--- src/hw/rtl/mss_pkg.sv ---
// Shared types and constants for the motion safety supervisor.
package mss_pkg;

    // Event codes carried on the func field
    localparam logic [2:0] FUNC_REQUEST = 3'd0;
    localparam logic [2:0] FUNC_ENABLE  = 3'd1;
    localparam logic [2:0] FUNC_STOP    = 3'd2;
    localparam logic [2:0] FUNC_FAULT   = 3'd3;
    localparam logic [2:0] FUNC_BATTERY = 3'd4;
    localparam logic [2:0] FUNC_TICK    = 3'd5;

    // Mode codes as reported on mode_code
    localparam logic [2:0] MODE_SAFE_STOPPED = 3'd0;
    localparam logic [2:0] MODE_READY        = 3'd1;
    localparam logic [2:0] MODE_MOVING       = 3'd2;
    localparam logic [2:0] MODE_LIMITED      = 3'd3;
    localparam logic [2:0] MODE_STOPPING     = 3'd4;
    localparam logic [2:0] MODE_FAULT        = 3'd5;

    // Configuration register indexes
    localparam logic [1:0] CFG_MAX_LINEAR    = 2'd0;
    localparam logic [1:0] CFG_MAX_ANGULAR   = 2'd1;
    localparam logic [1:0] CFG_TIMEOUT_TICKS = 2'd2;

    localparam logic [14:0] MAX_LINEAR_RST    = 15'd4096;
    localparam logic [14:0] MAX_ANGULAR_RST   = 15'd4096;
    localparam logic [15:0] TIMEOUT_TICKS_RST = 16'd25;

    // Status portion of one result
    typedef struct packed {
        logic       command_valid;
        logic [2:0] mode_code;
        logic       success;
    } t_step_res;

endpackage

--- src/hw/rtl/motion_safety_supervisor_core.sv ---
// Motion safety supervisor: gates motion requests by mode, limits and watchdog.
// Each event transaction gives exactly one result transaction. An event is
// registered on input, evaluated against the mode, battery flag and request
// age, and the result is registered on output: an accepted event passes the
// input register and then the result register, and one event per cycle is
// taken as long as results are drained. A stalled output holds one result
// while one more event waits in the input register. Configuration writes
// (limits, timeout) take effect at once and are meant for an idle block.
module motion_safety_supervisor_core (
    input  logic               i_clk,
    input  logic               i_rst_n,
    input  logic               i_in_valid,
    output logic               o_in_ready,
    input  logic [2:0]         i_func,
    input  logic signed [15:0] i_linear_in,
    input  logic signed [15:0] i_angular_in,
    input  logic               i_battery_valid,
    input  logic signed [10:0] i_charge_tenths,
    output logic               o_out_valid,
    input  logic               i_out_ready,
    output logic               o_command_valid,
    output logic signed [15:0] o_linear_cmd,
    output logic signed [15:0] o_angular_cmd,
    output logic [2:0]         o_mode_code,
    output logic               o_success,
    input  logic               i_cfg_valid,
    output logic               o_cfg_ready,
    input  logic [1:0]         i_cfg_index,
    input  logic [15:0]        i_cfg_data
);
    import mss_pkg::*;

    logic [14:0] r_max_linear;
    logic [14:0] r_max_angular;
    logic [15:0] r_timeout_ticks;

    // input register
    logic               r_in_valid;
    logic [2:0]         r_func;
    logic signed [15:0] r_linear_in;
    logic signed [15:0] r_angular_in;
    logic               r_battery_valid;
    logic signed [10:0] r_charge_tenths;

    // result register
    logic               r_out_valid;
    t_step_res          r_res;
    logic signed [15:0] r_linear_cmd;
    logic signed [15:0] r_angular_cmd;

    t_step_res          step_res;
    logic signed [15:0] step_lin;
    logic signed [15:0] step_ang;
    logic               out_free;
    logic               fire;
    logic               in_take;

    assign out_free   = !r_out_valid || i_out_ready;
    assign fire       = r_in_valid && out_free;
    assign o_in_ready = !r_in_valid || out_free;
    assign in_take    = i_in_valid && o_in_ready;
    assign o_cfg_ready = 1'b1;

    always_ff @(posedge i_clk) begin
        if (!i_rst_n) begin
            r_max_linear    <= MAX_LINEAR_RST;
            r_max_angular   <= MAX_ANGULAR_RST;
            r_timeout_ticks <= TIMEOUT_TICKS_RST;
        end else if (i_cfg_valid) begin
            case (i_cfg_index)
                CFG_MAX_LINEAR:    r_max_linear    <= i_cfg_data[14:0];
                CFG_MAX_ANGULAR:   r_max_angular   <= i_cfg_data[14:0];
                CFG_TIMEOUT_TICKS: r_timeout_ticks <= i_cfg_data;
                default: begin
                end
            endcase
        end
    end

    always_ff @(posedge i_clk) begin
        if (!i_rst_n) begin
            r_in_valid <= 1'b0;
        end else if (o_in_ready) begin
            r_in_valid <= i_in_valid;
        end
    end

    always_ff @(posedge i_clk) begin
        if (in_take) begin
            r_func          <= i_func;
            r_linear_in     <= i_linear_in;
            r_angular_in    <= i_angular_in;
            r_battery_valid <= i_battery_valid;
            r_charge_tenths <= i_charge_tenths;
        end
    end

    mss_step u_step (
        .i_clk           (i_clk),
        .i_rst_n         (i_rst_n),
        .i_fire          (fire),
        .i_func          (r_func),
        .i_linear_in     (r_linear_in),
        .i_angular_in    (r_angular_in),
        .i_battery_valid (r_battery_valid),
        .i_charge_tenths (r_charge_tenths),
        .i_max_linear    (r_max_linear),
        .i_max_angular   (r_max_angular),
        .i_timeout_ticks (r_timeout_ticks),
        .o_res           (step_res),
        .o_linear_cmd    (step_lin),
        .o_angular_cmd   (step_ang)
    );

    always_ff @(posedge i_clk) begin
        if (!i_rst_n) begin
            r_out_valid <= 1'b0;
        end else if (out_free) begin
            r_out_valid <= r_in_valid;
        end
    end

    always_ff @(posedge i_clk) begin
        if (fire) begin
            r_res         <= step_res;
            r_linear_cmd  <= step_lin;
            r_angular_cmd <= step_ang;
        end
    end

    assign o_out_valid     = r_out_valid;
    assign o_command_valid = r_res.command_valid;
    assign o_mode_code     = r_res.mode_code;
    assign o_success       = r_res.success;
    assign o_linear_cmd    = r_linear_cmd;
    assign o_angular_cmd   = r_angular_cmd;
endmodule

--- src/hw/rtl/mss_clamp.sv ---
// Symmetric clamp of a signed Q3.12 value to +/- an unsigned limit.
module mss_clamp (
    input  logic signed [15:0] i_value,
    input  logic        [14:0] i_limit,
    output logic signed [15:0] o_value
);
    logic signed [16:0] value_x;
    logic signed [16:0] pos_lim;
    logic signed [16:0] neg_lim;

    assign value_x = {i_value[15], i_value};
    assign pos_lim = {2'b00, i_limit};
    assign neg_lim = -pos_lim;

    always_comb begin
        if (value_x > pos_lim) begin
            o_value = pos_lim[15:0];
        end else if (value_x < neg_lim) begin
            o_value = neg_lim[15:0];
        end else begin
            o_value = i_value;
        end
    end
endmodule

--- src/hw/rtl/mss_step.sv ---
// Event handling: mode, battery flag and request age, plus the command for one event.
module mss_step (
    input  logic                i_clk,
    input  logic                i_rst_n,
    input  logic                i_fire,
    input  logic [2:0]          i_func,
    input  logic signed [15:0]  i_linear_in,
    input  logic signed [15:0]  i_angular_in,
    input  logic                i_battery_valid,
    input  logic signed [10:0]  i_charge_tenths,
    input  logic [14:0]         i_max_linear,
    input  logic [14:0]         i_max_angular,
    input  logic [15:0]         i_timeout_ticks,
    output mss_pkg::t_step_res  o_res,
    output logic signed [15:0]  o_linear_cmd,
    output logic signed [15:0]  o_angular_cmd
);
    import mss_pkg::*;

    logic [2:0]  r_mode;
    logic [2:0]  n_mode;
    logic        r_batt_crit;
    logic        n_batt_crit;
    logic [15:0] r_ticks;
    logic [15:0] n_ticks;

    logic signed [15:0] lin_clamped;
    logic signed [15:0] ang_clamped;
    logic               enabled;
    logic               is_moving;
    logic [15:0]        ticks_inc;

    mss_clamp u_clamp_lin (
        .i_value (i_linear_in),
        .i_limit (i_max_linear),
        .o_value (lin_clamped)
    );

    mss_clamp u_clamp_ang (
        .i_value (i_angular_in),
        .i_limit (i_max_angular),
        .o_value (ang_clamped)
    );

    // limited counts as moving, stopping counts as enabled
    assign enabled   = (r_mode != MODE_SAFE_STOPPED) && (r_mode != MODE_FAULT);
    assign is_moving = (r_mode == MODE_MOVING) || (r_mode == MODE_LIMITED);
    assign ticks_inc = (r_ticks == 16'hFFFF) ? r_ticks : r_ticks + 16'd1;

    always_comb begin
        n_mode              = r_mode;
        n_batt_crit         = r_batt_crit;
        n_ticks             = r_ticks;
        o_res.command_valid = 1'b0;
        o_res.success       = 1'b1;
        o_linear_cmd        = '0;
        o_angular_cmd       = '0;
        case (i_func)
            FUNC_REQUEST: begin
                n_ticks             = '0;
                o_res.command_valid = 1'b1;
                if (enabled) begin
                    o_linear_cmd  = lin_clamped;
                    o_angular_cmd = ang_clamped;
                    n_mode = ((lin_clamped == 16'sd0) && (ang_clamped == 16'sd0))
                             ? MODE_READY : MODE_MOVING;
                end
            end
            FUNC_ENABLE: begin
                if (r_mode == MODE_FAULT) begin
                    o_res.success = 1'b0;
                end else begin
                    n_mode = MODE_READY;
                end
            end
            FUNC_STOP: begin
                n_mode              = MODE_SAFE_STOPPED;
                o_res.command_valid = 1'b1;
            end
            FUNC_FAULT: begin
                n_mode              = MODE_FAULT;
                o_res.command_valid = 1'b1;
            end
            FUNC_BATTERY: begin
                n_batt_crit = i_battery_valid &&
                              (i_charge_tenths[10] || (i_charge_tenths == 11'sd0));
            end
            FUNC_TICK: begin
                n_ticks = ticks_inc;
                if (is_moving && (r_batt_crit || (ticks_inc > i_timeout_ticks))) begin
                    n_mode              = MODE_READY;
                    o_res.command_valid = 1'b1;
                end
            end
            default: begin
            end
        endcase
        o_res.mode_code = n_mode;
    end

    always_ff @(posedge i_clk) begin
        if (!i_rst_n) begin
            r_mode      <= MODE_SAFE_STOPPED;
            r_batt_crit <= 1'b0;
            r_ticks     <= '0;
        end else if (i_fire) begin
            r_mode      <= n_mode;
            r_batt_crit <= n_batt_crit;
            r_ticks     <= n_ticks;
        end
    end
endmodule
--- config.mk ---
export PLATFORM = sky130hd
export DESIGN_NAME = motion_safety_supervisor_core
export DESIGN_NICKNAME = d
export VERILOG_FILES = /design/src/hw/rtl/mss_pkg.sv /design/src/hw/rtl/motion_safety_supervisor_core.sv /design/src/hw/rtl/mss_clamp.sv /design/src/hw/rtl/mss_step.sv
export SDC_FILE = /design/constraint.sdc
export NUM_CORES = 1
export LEC_CHECK = 0
export BUFFER_PORTS_ARGS = -buffer_cell sky130_fd_sc_hd__buf_4
export CAP_MARGIN = 20
export CORE_MARGIN = 2
export CORE_UTILIZATION = 42
export CTS_CLUSTER_DIAMETER = 50
export CTS_CLUSTER_SIZE = 24
export DETAILED_ROUTE_END_ITERATION = 7
export PLACE_DENSITY = 0.62
export SLEW_MARGIN = 20
export SYNTH_ARGS = -nofsm -noshare
export SYNTH_HDL_FRONTEND = slang
export SYNTH_SLANG_ARGS = --single-unit
export TNS_END_PERCENT = 10
--- constraint.sdc ---
create_clock -name i_clk -period 6.78 [get_ports i_clk]
set_clock_uncertainty 0.05 [all_clocks]
set_input_delay 0.339 -clock i_clk [delete_from_list [all_inputs] [get_ports i_clk]]
set_output_delay 0.339 -clock i_clk [all_outputs]
set_load 0.02 [all_outputs]
# After elaboration in Yosys (flattened, before gate mapping)
# Cells that the tools add are included.
[totals]
register_bits = 152
input_bits = 70
output_inout_bits = 40
wordCells = 79
[classes]
addsub = 3
magnitude_cmp = 5
eq_ne = 12
muxes = 14
reduce_logical = 27
[ops]
columns = ["operator", "n"]
rows = [
  ["$mux W16", 5],
  ["$gt A16 B16 Y1", 3],
  ["$lt A16 B17 Y1", 2],
  ["$neg A15 Y17", 2],
  ["$logic_not A16 Y1", 2],
  ["$pmux W16 S2", 1],
  ["$add A16 B1 Y16 const B", 1],
  ["$eq A16 B16 Y1 const B", 1],
  ["$pmux W3 S5", 1],
  ["$eq A3 B2 Y1 const B", 4],
  ["$reduce_and A2 Y1", 6],
  ["$logic_not A11 Y1", 1],
  ["$eq A3 B3 Y1 const B", 3],
  ["$mux W3", 3],
  ["$logic_and A1 B1 Y1", 6],
  ["$logic_or A1 B1 Y1", 5],
  ["$eq A3 B1 Y1 const B", 1],
  ["$logic_not A3 Y1", 1],
  ["$ne A3 B3 Y1 const B", 1],
  ["$reduce_bool A3 Y1", 1],
  ["$reduce_or A3 Y1", 1],
  ["$eq A2 B1 Y1 const B", 1],
  ["$eq A2 B2 Y1 const B", 1],
  ["$logic_not A1 Y1", 2],
  ["other kinds (5)", 6],
]

# Depth between registers and ports, before layout
# Gate-level depths: netlist of run 1.
[depth]
depth_word = 9
depth_mapped = 22

# By module
# From an unflattened synthesis of run 1, not the netlist that was laid out.
[unflattened]
cells_unflattened = 960
area_unflattened_um2 = 9391.5
[by_module_without_submodules]
columns = ["module", "n_inst", "cells_per_inst", "area_each_um2"]
rows = [
  ["motion_safety_supervisor_core", 1, 270, 4376.7],
  ["mss_step", 1, 293, 2140.8],
  ["mss_clamp (u_step.u_clamp_lin)", 1, 204, 1485.2],
  ["mss_clamp (u_step.u_clamp_ang)", 1, 193, 1388.8],
]

# Worst setup path before layout of run 1
# Ideal clock, no wire load.
[synth_timing]
path_kind = "reg2reg"
start = "reg r_max_angular[1]"
end = "reg r_res (netlist bit o_mode_code[0]) (data pin)"
arrival_time_ns = 4.958
path_slack_ns = 1.636
stages_incl_launch_ff = 20
n_path_buf = 2
synth_period_minus_slack_ns = 5.144
path_cell_list = "dfxtp_1 -> inv_1 -> ha_1 -> or4b_2 -> clkbuf_1 -> nor4_1 -> nand2_1 -> xnor2_1 -> inv_1 -> ha_1 -> nand4_1 -> a2111o_1 -> and4_1 -> clkbuf_1 -> nor2_1 -> mux2_1 -> o22a_1 -> or4_1 -> or4_4 -> nand3_1"
[synth_lines]
columns = ["item", "line", "text"]
rows = [
  ["start, declared", "motion_safety_supervisor_core.sv:34", "logic [14:0] r_max_angular;"],
  ["start signal, assigned", "motion_safety_supervisor_core.sv:72", "CFG_MAX_ANGULAR: r_max_angular <= i_cfg_data[14:0];"],
  ["end signal, assigned", "motion_safety_supervisor_core.sv:125", "r_res <= step_res;"],
  ["end, declared", "motion_safety_supervisor_core.sv:47", "t_step_res r_res;"],
]

==> results of run 1 <==
[metrics by stage]
step	hold WS [ps]	setup WS [ps]	total power (uW)
after floorplan	388	1640	1380
after global placement	402	1180	1530
after detailed placement	409	1050	1530
after CTS	12.8	1020	2470
after global routing	2.94	512	2580
final	30.3	985	2460
[layout make-up]
class / instances / area [um^2] / share of cell area [%]
inverters: 68 / 255 / 2.30
multi-input cells: 760 / 5180 / 46.6
clock inverters: 15 / 158 / 1.42
clock buffers: 17 / 425 / 3.83
repair buffers: 114 / 856 / 7.71
well taps: 280 / 350 / 3.15
flip-flops and latches: 152 / 3880 / 35.0
[cells by family after synthesis]
group	Yosys count	synth area share (%)
flip-flops	152	40.9
XOR/XNOR	30	2.77
adder cells (fa/ha/maj)	81	10.7
AND/OR/NAND/NOR	390	21.1
other	1	0.0395
AO/OA/AOI/OAI	235	17.1
buffers and inverters	117	4.79
multiplexers	23	2.55
[flip-flops by register name, summed over array words and instances, names as in the netlist, 11 cells and up]
| register | count |
|---|---|
| r_timeout_ticks | 16 |
| o_angular_cmd | 16 |
| r_angular_in | 16 |
| r_linear_in | 16 |
| r_max_linear | 15 |
| o_linear_cmd | 16 |
| r_max_angular | 15 |
| r_charge_tenths | 11 |
| u_step.r_ticks | 16 |
[placed cells by master (no fill, tap or decap), types with 17 or more instances in the layout]
| cell type | n |
|---|---|
| nand2_1 | 146 |
| buf_4 | 114 |
| edfxtp_1 | 84 |
| ha_1 | 81 |
| dfxtp_1 | 68 |
| inv_1 | 67 |
| nor2_1 | 58 |
| a21oi_1 | 48 |
| a21boi_0 | 42 |
| nor2b_1 | 35 |
| o21ai_0 | 33 |
| nand3_1 | 26 |
| xnor2_1 | 25 |
| a22oi_1 | 22 |
| nor3_1 | 20 |
| nand4_1 | 19 |
| mux2i_1 | 17 |
| clkbuf_16 | 17 |
[routing by layer]
layer | vias up | share of wire [%] | GRT usage (%)
met5 | - | 0.051 | 0
met4 | 2 | 1.3 | 4.98
met3 | 26 | 5.9 | 4.82
met2 | 236 | 46 | 34.4
met1 | 3706 | 47 | 30.2
li1 | 3903 | - | -
[worst max-delay path, stage by stage, from the launching register on]
cell	delay, ps
dfxtp_1	360
inv_1	120
ha_1	250
or4b_2	730
nor4_1	310
nand2_1	120
xnor2_1	240
inv_1	70
ha_1	290
nand4_1	150
a2111o_1	360
a31oi_2	610
nor2_1	160
mux2_1	340
o22a_1	210
or4_1	600
or4_4	590
nand3_1	100
[worst paths after layout]
| kind | from | endpoint | cells after the start |
|---|---|---|---|
| max reg2reg | r_max_angular[1] | o_mode_code[0] | 17 |
| max | r_max_angular[1] | o_mode_code[0] | 17 |
| min reg2reg | r_timeout_ticks[6] | r_timeout_ticks[6] | 2 |
| min | i_charge_tenths[7] | r_charge_tenths[7] | 1 |
[where the power goes]
group,switching (uW),internal [uW]
Clock,445,490
Sequential,36.6,1010
Combinational,272,200
==> out/metrics.yaml, run 1 <==
outcome:
  status: "completed"
finish:
  finalNonFillerCells: 1406
  fillCellCount: 2111
  syn2layout_area_growth_pct: 17.1
  diodes: 0
  fin_nets: 1264
  final_cell_area_mm2: 0.0111
  final_util_pct: 50.4
  layout-drive-gt1-share_pct: 16.3
floorplan:
  core_mm2: 0.0220
  pin_count: 110
  dieWidth_um: 154
  initial_utilization_pct: 43.1
  dieArea_mm2: 0.0238
  die_h_um: 154
  rows: 54
clocking:
  clock_sinks: 152
  clock_path_buffers: 2
  cts_resized: 0
  tritoncts: "yes"
  clk_latency_ps: 430
  ctsHoldBuffers: 0
  clkTransAtPathRegs_ps: 70
  root_buffer: "clkbuf_16"
  htree_levels: 4
  numCtsBuffers: 17
  post_cts_buffers: 0
route:
  vias: 7873
  ant_nets: 0
  dr.pass1.iters: 5
  vias_per_cell: 5.60
  remaining_drc_errors: 0
  drt_iter0_markers: 533
  wire_per_inst_um: 18.1
  drt_wl_total_mm: 25.5
yosys:
  ys.flop_type: "edfxtp_1"
  ys_types: 86
  netlist_top_cells_count: "nand2_1 (146), edfxtp_1 (84), ha_1 (81)"
  netlist_area_mm2: 0.00949
  synth_top_cell_area_share_pct: 26.6
  synth_edf_count: 84
  synthArstFlopShare_pct: 0
  ys_ff_latch: 152
  ys_warn_count: 0
  synth_most_common_cell: "nand2_1"
  yosysTopAreaCell: "edfxtp_1"
  ys_seq_area_share_pct: 40.9
  ys_top_cells_by_area: "edfxtp_1 (27%), dfxtp_1 (14%), ha_1 (11%)"
  syn-num-nets: 1180
  synth_cells: 1029
  avgSynthCellArea_um2: 9.22
grt:
  grt_pass1_wl_mm: 40.5
  track_usage_pct: 21.6
  grt_pass1_vias: 7460
  grt_overflow: 0
  antenna_found_initial: 1
  grt_max_degree: 69
placement:
  dp_hpwl_mm: 19.3
  placed_cells: 1374
  io_buffers: 108
  placed_cell_area_mm2: 0.0105
  routabilityCongestion: 0.928
pwr:
  ir_worst_vdd_mv: 0.136
  powerDensity_mw_per_mm2: 221
  p_leak_uw: 0.00437
timing:
  finalSetupTns_ps: 0
  relSlewSlack_pct: 34.3
  rsz0062_at_grt: "false"
  setup_viol: 0
  max_freq_ghz: 0.173
  fin_crit_ps: 5790
  slew_viol_final: 0
  fin_crit_sh_pct: 85.5
  hold_viol_final: 0
  worstMarginPinSlew_ps: 982
worst_setup_path:
  critPathArrivalTime_ps: 6040
  worstSetupPathType: "reg2reg"
  cp_max_fo: 16
  start_kind: "register"
  r2r_slack_ps: 990
  cp-end-kind: "register"
  required_ps: 7030
hold_path:
  hold_path.class: "in2reg"
flow_run:
  max-cap-violations: 0
(Power assumes the default switching activity.)
==> run 2, diff against run 1 <==
--- a/config.mk
+++ b/config.mk
@@ -13,6 +13,7 @@
 export CTS_CLUSTER_SIZE = 24
 export DETAILED_ROUTE_END_ITERATION = 7
 export PLACE_DENSITY = 0.62
+export REMOVE_ABC_BUFFERS = 1
 export SLEW_MARGIN = 20
 export SYNTH_ARGS = -nofsm -noshare
 export SYNTH_HDL_FRONTEND = slang
==> run 2 against run 1 <==
  * Via count rose by 0.17%
  * Combinational power about the same
  * Highest routed layer is now met4
  * Fmax decreased by 2.2%
  * Clock power is 3.7% higher
  * Critical endpoint unchanged
  * Largest cell class unchanged
==> out/metrics.yaml, run 2 (same netlist as run 1, synthesis figures left out) <==
timing:
  finalSetupTns_ps: 0
  relSlewSlack_pct: 27.5
  max_freq_ghz: 0.169
  fin_crit_sh_pct: 87.4
  worstMarginPinSlew_ps: 1080
  hold_viol_final: 0
  slew_viol_final: 0
  setup_viol: 0
  rsz0062_at_grt: "false"
  fin_crit_ps: 5930
  fin_ws_ps: 854
worst_setup_path:
  start_kind: "register"
  cp_max_fo: 16
  cp-end-kind: "register"
  reg2reg_from: "r_max_angular[1]"
  crit_family: "simple AND/OR/NAND/NOR gates"
  crit_buf_inv: 3
  worstSetupPathType: "reg2reg"
  critical_path_depth: 18
  critPathSlowestCell: "or4b_2"
  critical-path-max-stage-delay_ps: 730
  startpoint: "r_max_angular[1]"
  crit_chain: "inv_1 -> ha_1 -> or4b_2 -> nor4_1 -> nand2_1 -> xnor2_1 -> inv_1 -> ha_1 -> nand4_1 -> a2111o_1 -> a31oi_2 -> nor2_1 -> buf_4 -> mux2_4 -> a222oi_1 -> nand4_1 -> or4_4 -> nand3_1"
  r2r.worst_path.cells: 18
  critPathArrivalTime_ps: 6170
  required_ps: 7030
grt:
  gr-usage-met3_pct: 4.12
  grt_max_degree: 69
  met2_usage_pct: 32.8
  grt_overflow: 0
  busiest_layer: "met2"
  grt_pass1_vias: 7513
  track_usage_pct: 21.6
  grt_pass1_wl_mm: 40.5
  antenna_found_initial: 0
  grt_util_met1_pct: 31.0
placement:
  routabilityCongestion: 0.896
  dp_hpwl_mm: 19.3
  io_buffers: 108
  dp_worst_setup_slack_ps: 941
route:
  vias_per_cell: 5.60
  wire_per_inst_um: 18.2
  vias: 7886
  dr.pass1.iters: 5
  ant_nets: 0
  drt_iter0_markers: 550
  drt_wl_total_mm: 25.6
  remaining_drc_errors: 0
clocking:
  tritoncts: "yes"
  clock_path_buffers: 2
  clkTransAtPathRegs_ps: 70
  clock_sinks: 152
  root_buffer: "clkbuf_16"
  ctsHoldBuffers: 0
  post_cts_buffers: 0
  clk_latency_ps: 430
  numCtsBuffers: 17
  cts_resized: 0
  htree_levels: 4
finish:
  fillCellCount: 2102
  syn2layout_area_growth_pct: 17.3
  layout_common_cells: "nand2_1 (146), buf_4 (115), edfxtp_1 (84), ha_1 (81), dfxtp_1 (68)"
  final_common_cell: "nand2_1"
  diodes: 0
  layout-drive-gt1-share_pct: 16.2
  fin_nets: 1265
pwr:
  p_seq_share_pct: 42.1
  p_leak_uw: 0.00439
  comb_power_share_pct: 19.0
  swShare_pct: 29.3
  clkPwrFrac_pct: 39.0
  ir_worst_vdd_mv: 0.139
  p_sw_uw: 730
  powerDensity_mw_per_mm2: 224
  p_int_uw: 1760
hold_path:
  hold_path.class: "in2reg"
  whs_path_depth: 1
  min_from: "i_charge_tenths[10]"
floorplan:
  core_mm2: 0.0220
  dieArea_mm2: 0.0238
  initial_utilization_pct: 43.1
  rows: 54
  dieWidth_um: 154
  die_h_um: 154
  pin_count: 110
flow_run:
  max-cap-violations: 0
outcome:
  status: "completed"
run 2: cell count changes in the layout (fill, tap and decap cells not counted):
cell | before | now
clkbuf_1 | 0 | 1
inv_8 | 1 | 3
clkbuf_8 | 0 | 1
buf_4 | 114 | 115
inv_6 | 7 | 5
clkbuf_16 | 17 | 18
bufinv_16 | 0 | 1
clkinv_8 | 4 | 0
run 2: worst reg2reg max path: stages (launching register included):
cell,delay (ps)
dfxtp_1,360
inv_1,130
ha_1,260
or4b_2,730
nor4_1,290
nand2_1,120
xnor2_1,250
inv_1,70
ha_1,290
nand4_1,170
a2111o_1,370
a31oi_2,660
nor2_1,180
buf_4,240
mux2_4,320
a222oi_1,370
nand4_1,260
or4_4,550
nand3_1,110
run 2: area by class of cell:
class,count,area [um^2],share of cell area (%)
flip-flops and latches,152,3880,34.9
repair buffers,115,863,7.76
clock buffers,20,468,4.21
inverters,68,255,2.29
multi-input cells,760,5180,46.5
clock inverters,12,128,1.15
well taps,280,350,3.15
run 2: worst paths after layout:
path                                             to  slack, ps
worst min-delay path            r_charge_tenths[10]         20
worst min register to register  r_timeout_ticks[15]        410
worst max-delay path                 o_mode_code[0]        850
worst max register to register       o_mode_code[0]        850
run 2: per-stage QoR:
stage               instance area (um^2)  total power [uW]  util, %  hold WS [ps]  std cells
detailed placement                 10500              1530     47.8           410       1375
global placement                   10500              1530     47.8           403       1375
global route                       11100              2600     50.5          12.3       1407
floorplan                           9290              1370        -           361        980
finish                             11100              2490     50.5          21.3       1407
CTS                                11100              2510     50.5          8.39       1407
run 2: routing by layer:
layer | vias up | routed length [um]
met4 | 0 | 575
met3 | 36 | 1430
met2 | 225 | 11300
met5 | - | 0
li1 | 3905 | -
met1 | 3720 | 12300
run 2: power groups by stage:
stage	combinational [uW]	clock (uW)	sequential, uW
floorplan	304	0	1070
global placement	464	0	1070
detailed placement	466	0	1070
CTS	470	991	1050
global route	523	1030	1050
finish	473	971	1050
==> run 3, diff against run 2 <==
--- a/config.mk
+++ b/config.mk
@@ -8,13 +8,14 @@
 export BUFFER_PORTS_ARGS = -buffer_cell sky130_fd_sc_hd__buf_4
 export CAP_MARGIN = 20
 export CORE_MARGIN = 2
-export CORE_UTILIZATION = 42
+export CORE_UTILIZATION = 40
+export CTS_BUF_LIST = sky130_fd_sc_hd__clkbuf_4 sky130_fd_sc_hd__clkbuf_8 sky130_fd_sc_hd__clkbuf_16
 export CTS_CLUSTER_DIAMETER = 50
 export CTS_CLUSTER_SIZE = 24
 export DETAILED_ROUTE_END_ITERATION = 7
-export PLACE_DENSITY = 0.62
+export PLACE_DENSITY = 0.59
 export REMOVE_ABC_BUFFERS = 1
-export SLEW_MARGIN = 20
+export SLEW_MARGIN = 15
 export SYNTH_ARGS = -nofsm -noshare
 export SYNTH_HDL_FRONTEND = slang
 export SYNTH_SLANG_ARGS = --single-unit
==> run 3 against run 2 <==
  * Die area rose by 4.9%
  * Non-clock buffer count decreased by 1
  * Fmax shrank 1.6%
  * Critical path depth increased by 1
  * Critical endpoint unchanged
==> out/metrics.yaml, run 3 (same netlist as run 1, synthesis figures left out) <==
grt:
  gr-usage-met3_pct: 4.02
  met2_usage_pct: 32.8
  grt_max_degree: 69
  grt_pass1_vias: 7264
  track_usage_pct: 20.9
  busiest_layer: "met2"
  grt_pass1_wl_mm: 40.0
  antenna_found_initial: 0
  grt_util_met1_pct: 29.9
  grt_overflow: 0
finish:
  finalNonFillerCells: 1445
  layout-drive-gt1-share_pct: 16.1
  fin_nets: 1264
  diodes: 0
  syn2layout_area_growth_pct: 17.6
  final_util_pct: 47.7
  layout_common_cells: "nand2_1 (146), buf_4 (114), edfxtp_1 (84), ha_1 (81), dfxtp_1 (68)"
  final_cell_area_mm2: 0.0112
  seqCellArea_mm2: 0.00388
  multi_input_area_mm2: 0.00518
  fillCellCount: 2310
  final_common_cell: "nand2_1"
route:
  ant_nets: 0
  vias: 7810
  dr.pass1.iters: 5
  remaining_drc_errors: 0
  wire_per_inst_um: 17.7
  vias_per_cell: 5.40
  drt_iter0_markers: 588
  drt_wl_total_mm: 25.6
worst_setup_path:
  r2r-end: "o_mode_code[0]"
  r2r.worst_path.cells: 19
  required_ps: 7020
  reg2reg_from: "r_max_linear[1]"
  cp_max_fo: 18
  r2r_slack_ps: 760
  worstSetupPathType: "reg2reg"
  cp-endpoint: "o_mode_code[0]"
  startpoint: "r_max_linear[1]"
  cp-end-kind: "register"
  critPathSlowestCell: "o31ai_4"
  start_kind: "register"
  critPathArrivalTime_ps: 6260
  crit_chain: "inv_1 -> ha_1 -> or4b_4 -> or4_4 -> nor3_2 -> xnor2_1 -> clkinv_1 -> ha_1 -> nand3_1 -> nor2_1 -> o31a_1 -> o31ai_4 -> buf_4 -> mux2_2 -> nand2_1 -> nand4_1 -> or4_1 -> or4_4 -> nand3_1"
  critical-path-max-stage-delay_ps: 760
placement:
  routabilityCongestion: 0.907
  placed_cells: 1413
  placed_cell_area_mm2: 0.0106
  dp_hpwl_mm: 19.2
  io_buffers: 108
clocking:
  tritoncts: "yes"
  clk_latency_ps: 430
  post_cts_buffers: 0
  cts_resized: 0
  root_buffer: "clkbuf_16"
  clock_path_buffers: 2
  ctsHoldBuffers: 0
  clock_sinks: 152
  numCtsBuffers: 17
  clkTransAtPathRegs_ps: 60
  htree_levels: 4
pwr:
  p_sw_uw: 695
  ir_worst_vdd_mv: 0.111
  p_int_uw: 1760
  swShare_pct: 28.3
  comb_power_share_pct: 19.3
  powerDensity_mw_per_mm2: 220
  clkPwrFrac_pct: 37.9
  p_leak_uw: 0.00438
  p_seq_share_pct: 42.8
timing:
  max_freq_ghz: 0.166
  setup_viol: 0
  worstMarginPinSlew_ps: 1040
  fin_crit_ps: 6020
  whs_ps: 33.1
  hold_viol_final: 0
  slew_viol_final: 0
  finalSetupTns_ps: 0
  rsz0062_at_grt: "false"
  fin_crit_sh_pct: 88.8
  relSlewSlack_pct: 30.4
hold_path:
  hold_path.class: "in2reg"
floorplan:
  pin_count: 110
  dieArea_mm2: 0.0250
  rows: 56
  die_h_um: 158
  dieWidth_um: 158
  initial_utilization_pct: 40.5
  core_mm2: 0.0234
flow_run:
  max-cap-violations: 0
outcome:
  status: "completed"
[run 3: cell count changes in the layout (fill, tap and decap cells not counted), sizes merged]
cell / before / now
clkinv: 2 / 6
inv: 75 / 70
clkinvlp: 2 / 0
bufinv: 1 / 0
buf: 115 / 114
clkbuf: 20 / 24
[run 3: worst max-delay path, delay by kind of cell, from the launching register on]
family / cells / cell delay [ps]
AOI/OAI and AO/OA: 2 / 1090
xor gates and xnor gates: 1 / 170
adders and majority gates: 2 / 530
buffers and inverters: 3 / 540
DFF: 1 / 330
muxes: 1 / 350
and+or+nand+nor: 10 / 2800
[run 3: worst min path at each step]
stage | slack (ps) | startpoint | cells after the start | end
after floorplan | 360 | i_rst_n | 1 | r_timeout_ticks[0]
after global placement | 400 | r_timeout_ticks[15] | 2 | r_timeout_ticks[15]
after detailed placement | 410 | r_timeout_ticks[15] | 2 | r_timeout_ticks[15]
after CTS | 20 | i_linear_in[1] | 1 | r_linear_in[1]
after global routing | 10 | i_func[1] | 1 | r_func[1]
final | 30 | i_linear_in[1] | 1 | r_linear_in[1]
[run 3: per-layer routing]
| layer | wire, um | share of wire [%] | up-vias |
|---|---|---|---|
| li1 | - | - | 3898 |
| met5 | 0 | 0 | - |
| met2 | 11400 | 45 | 216 |
| met4 | 252 | 0.99 | 0 |
| met1 | 12400 | 48 | 3677 |
| met3 | 1510 | 5.9 | 19 |
[run 3: per-stage QoR]
step	setup slack [ps]	power [uW]
2_1_floorplan	845	1370
3_3_place_gp	894	1540
3_5_place_dp	819	1540
4_1_cts	800	2480
5_1_grt	488	2580
6_report	758	2450
[run 3: layout make-up]
type                            count  area share (%)
Multi-Input combinational cell    760            46.4
Sequential cell                   152            34.8
Timing Repair Buffer              114            7.67
Clock buffer                       24            4.71
Tap cell                          319            3.58
Inverter                           68            2.29
Clock inverter                      8           0.505
[run 3: power groups by stage]
stage               Combinational [uW]  Sequential [uW]  Clock (uW)
detailed placement                 468             1070           0
global route                       526             1050        1000
global placement                   469             1070           0
finish                             473             1050         930
floorplan                          304             1070           0
CTS                                470             1050         957
